==> config.mk <==
export PLATFORM = sky130hd
export DESIGN_NAME = wsm_rem_unit
export DESIGN_NICKNAME = d
export VERILOG_FILES = /design/src/design/wsm_pkg.sv /design/src/design/wsm_rem_unit.sv
export SDC_FILE = /design/constraint.sdc
export NUM_CORES = 1
export LEC_CHECK = 0
export BUFFER_PORTS_ARGS = -buffer_cell sky130_fd_sc_hd__buf_2
export CAP_MARGIN = 25
export CELL_PAD_IN_SITES_DETAIL_PLACEMENT = 1
export CELL_PAD_IN_SITES_GLOBAL_PLACEMENT = 1
export CORE_ASPECT_RATIO = 0.8
export CORE_UTILIZATION = 40
export DETAILED_ROUTE_END_ITERATION = 7
export PLACE_DENSITY = 0.86
export SETUP_SLACK_MARGIN = 0.3
export SLEW_MARGIN = 30
export SYNTH_ARGS = -nofsm -noshare
export SYNTH_HDL_FRONTEND = slang
export SYNTH_SLANG_ARGS = --single-unit
==> constraint.sdc <==
create_clock -name i_clk -period 4 [get_ports i_clk]
set_clock_uncertainty 0.1 [all_clocks]
set_input_delay 0 -clock i_clk [delete_from_list [all_inputs] [get_ports i_clk]]
set_output_delay 0 -clock i_clk [all_outputs]
set_load 0.01 [all_outputs]
==> src/design/wsm_pkg.sv <==
// Shared constants, types and helpers for the wavetable sample mixer.
package wsm_pkg;

    localparam int NUM_CHANNELS     = 4;
    localparam int SAMPLE_MEM_BYTES = 65536;

    localparam int MEM_AW    = $clog2(SAMPLE_MEM_BYTES);
    localparam int CH_W      = (NUM_CHANNELS > 1) ? $clog2(NUM_CHANNELS) : 1;
    localparam int CNT_W     = $clog2(NUM_CHANNELS + 1);
    localparam int ADDR_W    = 16;
    localparam int POS_W     = 28;
    localparam int STEP_W    = 20;
    localparam int GAIN_W    = 7;
    localparam int SMP_W     = 8;
    localparam int ACC_W     = 16;
    localparam int FRAC_BITS = 12;
    localparam int OUT_SHIFT = 8;
    localparam int OUT_W     = ACC_W - OUT_SHIFT;
    localparam int ACT_W     = 4;
    localparam int DVD_W     = POS_W + 1;
    localparam int DCNT_W    = $clog2(DVD_W + 1);

    typedef enum logic [1:0] {
        MODE_WRITE,
        MODE_START,
        MODE_MIX
    } t_mode;

    typedef enum logic [2:0] {
        S_IDLE,
        S_SCAN,
        S_MAC,
        S_CHK,
        S_DIV,
        S_WRAP,
        S_PUSH
    } t_state;

    typedef struct packed {
        logic busy;
        logic done;
    } t_rem_status;

    function automatic logic [MEM_AW-1:0] to_mem_addr(input logic [ADDR_W-1:0] a);
        logic [31:0] t;
        t = 32'(a);
        return t[MEM_AW-1:0];
    endfunction

endpackage

==> src/design/wsm_rem_unit.sv <==
// Bit-serial restoring remainder unit, one dividend bit per cycle.
module wsm_rem_unit import wsm_pkg::*; (
    input  logic             i_clk,
    input  logic             i_rst_n,
    input  logic             i_start,
    input  logic [DVD_W-1:0] i_dividend,
    input  logic [POS_W-1:0] i_divisor,
    output logic [POS_W-1:0] o_rem,
    output t_rem_status      o_status
);

    logic [DCNT_W-1:0] r_cnt;
    logic [DVD_W-1:0]  r_dvd;
    logic [POS_W-1:0]  r_div;
    logic [POS_W-1:0]  r_rem;
    logic [DVD_W-1:0]  trial;
    logic [POS_W-1:0]  n_rem;

    always_comb begin
        trial = {r_rem, r_dvd[DVD_W-1]};
        if (trial >= {1'b0, r_div}) begin
            n_rem = POS_W'(trial - {1'b0, r_div});
        end else begin
            n_rem = POS_W'(trial);
        end
    end

    always_ff @(posedge i_clk) begin
        if (!i_rst_n) begin
            r_cnt <= '0;
        end else if (i_start) begin
            r_cnt <= DCNT_W'(DVD_W);
        end else if (r_cnt != '0) begin
            r_cnt <= r_cnt - 1'b1;
        end
    end

    always_ff @(posedge i_clk) begin
        if (i_start) begin
            r_dvd <= i_dividend;
            r_div <= i_divisor;
            r_rem <= '0;
        end else if (r_cnt != '0) begin
            r_dvd <= {r_dvd[DVD_W-2:0], 1'b0};
            r_rem <= n_rem;
        end
    end

    assign o_rem         = r_rem;
    assign o_status.busy = (r_cnt != '0);
    assign o_status.done = (r_cnt == DCNT_W'(1));

endmodule

# == Yosys cells after proc, flatten, opt, wreduce, memory -nomap -nowiden ==
# Index checks and enable logic that the tools add are counted.
# word_totals
input_bits,60
output_inout_bits,30
reg_bits,90
# op_classes
magnitude_cmp,1
reduce_logical,3
mux,5
n_eq_ne,1
bitwise,1
addsub,2
# ops
op,n
2-to-1 mux 29 bit,2
>= comparator 29 x 28 -> 1 bit,1
2-to-1 mux 28 bit,1
subtractor 28 bit,1
2-to-1 mux 5 bit,2
"equality test 5 x 1 -> 1 bit, second input constant",1
nonzero test 5 bit,1
"subtractor 5 x 1 -> 5 bit, second input constant",1
nonzero test 2 bit,1
OR reduction 2 bit,1
inverter 1 bit,1

# == Longest topological paths before layout ==
# depth
word_depth,3
ltp_mapped,14

# == Least setup slack after synthesis ==
# OpenSTA, ideal clock, no wires.
# synth_timing
path_kind,register to register
startpoint,"reg r_rem[14], in the netlist o_rem[14]"
endpoint,"reg r_rem[11], in the netlist o_rem[11]"
synth_period_minus_slack_ns,2.842
arrival_time_ns,2.667
stages_incl_launch_ff,12
slack_ns,1.158
required_time_ns,3.826
path_cell_list,dfxtp_1 -> ha_1 -> buf_2 -> nand4_2 -> or3_1 -> a211oi_2 -> nor3_1 -> a21o_1 -> buf_6 -> o21a_4 -> or4b_1 -> a31oi_1
# synth_between
elab_chain_len,2
# synth_lines
element,line,source
from (decl),wsm_rem_unit.sv:15,logic [POS_W-1:0] r_rem;
from (signal assigned),wsm_rem_unit.sv:45,r_rem <= n_rem;
>= comparator 29 x 28 -> 1 bit,wsm_rem_unit.sv:21,"if (trial >= {1'b0, r_div}) begin"
2-to-1 mux 28 bit,wsm_rem_unit.sv:21,
# No other way between the ends.
# A chain may end at the register's enable or synchronous reset.

# == Worst setup path after layout ==
# layout_timing
startpoint,"reg r_rem[14], in the netlist o_rem[14]"
endpoint,"reg r_rem[5], in the netlist o_rem[5]"
# Same word-level chain as after synthesis.

==> impl_metrics.csv <==
group,metric,value,unit
timing,post-route-period-util,0.828,
route,viasPerCell,5.37,
global_route,grt_overflow,0,
floorplan,io_pins,90,
worst_setup_path,crit_type,"register to register",
synthesis,yosysWarnings,0,
timing,rsz0062_at_grt,"false",
timing,tns,0,ns
synthesis,syn_area_per_cell,9.79,um^2
cells_and_area,layout_commonest_cell,"buf_2",
synthesis,synth_nets,627,
timing,fin_ws,0.687,ns
worst_hold_path,hold_path_end,"r_div[3]$_DFFE_PP_",
cells_and_area,multi_input_area,0.00259,mm^2
power,power.switching,1.86,mW
worst_hold_path,hold_depth,2,
power,combinationalPowerShare,0.503,
power,sequentialPowerShare,0.314,
power,intPower,2.51,mW
power,switching_share,0.426,
floorplan,core-area,0.0128,mm^2
route,drcViolationCount,0,
timing,drv_slew,0,
timing,hold_slack,0.247,ns
synthesis,ys_seq_elements,90,
cells_and_area,layout-drive-gt1-share,0.219,
power,worst_ir_drop_vdd,283,uV
clocking,cts_tree,"built",
power,power_frac_clock,0.183,
placement,placed_cells,777,
floorplan,rows,37,
placement,port_buffers,89,
job,maxCapViolCount,0,
worst_setup_path,startpoint_type,"register",
synthesis,syn_area,0.00525,mm^2
cells_and_area,finish.utilization,0.522,
synthesis,synth_async_sr_flop_share,0,
global_route,grt_pass1_vias,4932,
worst_setup_path,reg2reg_depth,9,
worst_setup_path,cp-end-kind,"register",
worst_setup_path,r2r-start,"o_rem[14]$_SDFFE_PP0P_",
floorplan,dieArea,0.0136,mm^2
placement,postPlaceCellArea,0.00583,mm^2
timing,max_freq,0.302,GHz
route,ant_nets,0,
power,p_total,4.37,mW
worst_setup_path,crit_arrival,3.48,ns
cells_and_area,final_cell_mix,"buf_2, dlygate4sd3_1, edfxtp_1",
floorplan,start_util,0.409,
timing,worst_pin_slew,0.789,ns
synthesis,synth_cells,536,
run_status,status,"completed",
global_route,antenna_found_initial,1,
timing,slew_headroom,0.471,
route,via_count,4580,
route,dr.pass1.iters,5,
worst_setup_path,reg2reg_to,"o_rem[5]$_SDFFE_PP0P_",
synthesis,synth_flop_cell,"edfxtp_1",
placement,dpl_worst_slack,0.758,ns
timing,finalSetupViolCount,0,
synthesis,synth_edf_count,57,
worst_hold_path,hp-class,"primary input to register",
clocking,clock-sinks,90,
floorplan,fp.dieH,104,um
power,leakage,2.81,nW
synthesis,ys_types,60,
worst_setup_path,cp_max_fo,33,
timing,hold_violations,0,
clocking,cts_buffers,9,
placement,gp_congestion,0.837,
cells_and_area,nets,763,
global_route,grt_start_max_net_pins,44,
clocking,post_cts_buffers,0,
power,p_per_area,652,mW/mm^2
cells_and_area,seq_area,0.00237,mm^2
global_route,grt_pass1_wl,24400,um
cells_and_area,area_growth,27.6,%
clocking,cts-root-buf,"clkbuf_16",
worst_setup_path,cp-startpoint,"o_rem[14]$_SDFFE_PP0P_",
synthesis,ys_seq_area_frac,0.452,
cells_and_area,postLayoutCellArea,0.00670,mm^2
route,wl_per_cell,17.4,um
clocking,clk_latency,0.36,ns
cells_and_area,nFillCells,1475,
route,finalWirelength,14800,um
worst_setup_path,required,4.16,ns
clocking,htree_num_levels,3,
clocking,clk_path_buf_depth,2,
floorplan,fp.dieW,130,um
clocking,path_clk_slew,0.07,ns
timing,min_period,3.31,ns
worst_setup_path,rrSetupSlack,0.69,ns
worst_hold_path,min_from,"i_divisor[3]",
placement,hpwl,10100,um
cells_and_area,stdcell_count,853,
global_route,grt_usage,0.232,
route,initialDrtViolationCount,216,
[sequential cells by signal, summed over array words and instances (netlist names)]
name and cells:
r_dvd 29, r_div 28, o_rem 28, r_cnt 5
[logic make-up (layout without fill, tap and decap cells)]
kind of cell / after synthesis / in the layout / synth area share
compound gates: 144 / 144 / 0.191
xor+xnor: 16 / 16 / 0.0267
fa+ha+maj: 31 / 31 / 0.0753
mux: 30 / 30 / 0.0641
other cells: 0 / 1 / 0
buf+inv: 72 / 213 / 0.0555
flops: 90 / 90 / 0.452
simple gates: 153 / 153 / 0.135
[cells in the mapped netlist, drive strengths merged (4+ instances only)]
master / n / area share
inv: 43 / 0.031
o211ai: 13 / 0.019
xnor2: 9 / 0.015
or3: 6 / 0.0072
nor2: 39 / 0.028
nor2b: 4 / 0.0048
nand3: 14 / 0.013
buf: 13 / 0.013
mux2: 29 / 0.062
xor2: 7 / 0.012
a21oi: 41 / 0.039
a311oi: 15 / 0.025
clkbuf: 15 / 0.011
a21o: 5 / 0.0072
nor3: 13 / 0.012
o21ai: 20 / 0.020
a211oi: 8 / 0.012
o21a: 17 / 0.026
nand4: 6 / 0.0083
ha: 30 / 0.072
dfxtp: 33 / 0.13
nand2: 56 / 0.040
edfxtp: 57 / 0.33
[worst max-delay path, cell delays in order, from the launching register on]
cell and delay, ns:
dfxtp_1 0.37, ha_1 0.47, nand4_2 0.18, or3_1 0.39, a211oi_2 0.19, nor3_1 0.10
a21o_1 0.30, o21a_4 0.40, or3_1 0.43, a311oi_1 0.29
[layer usage]
| layer | track usage | wire [um] | vias to the layer above |
|---|---|---|---|
| li1 | - | - | 2243 |
| met1 | 0.293 | 6760 | 2217 |
| met2 | 0.381 | 7110 | 107 |
| met3 | 0.0550 | 753 | 13 |
| met4 | 0.0822 | 212 | 0 |
| met5 | 0 | 0 | - |
[worst max-delay path by stage]
stage                              to  slack (ns)  cells past startpoint
6_report        o_rem[5]$_SDFFE_PP0P_        0.69                      9
5_1_grt         o_rem[5]$_SDFFE_PP0P_        0.53                     10
4_1_cts         o_rem[5]$_SDFFE_PP0P_        0.70                      9
3_5_place_dp   o_rem[11]$_SDFFE_PP0P_        0.76                      9
3_3_place_gp    o_rem[5]$_SDFFE_PP0P_        0.82                      9
2_1_floorplan  o_rem[11]$_SDFFE_PP0P_        1.16                     11
[cell type report]
| class | count | area share |
|---|---|---|
| diodes | 1 | 0.000374 |
| clock buffers | 9 | 0.0336 |
| clock inverters | 7 | 0.00784 |
| inverters | 44 | 0.0247 |
| multi-input cells | 374 | 0.386 |
| flip-flops and latches | 90 | 0.354 |
| well taps | 175 | 0.0327 |
| repair buffers | 153 | 0.161 |
[timing repair]
item / in CTS / in global routing
resized for setup: 0 / 0
endpoints found under the hold margin: 76 / 0
hold buffers: 59 / 0
[power groups by stage]
stage	logic, mW	registers, mW	clock network, mW
after detailed placement	2.10	1.39	0
after CTS	2.17	1.37	0.821
after floorplan	1.47	1.40	0
after global routing	2.41	1.40	0.851
final	2.19	1.37	0.799
after global placement	2.00	1.38	0
Power figures use the tool's default switching activity.
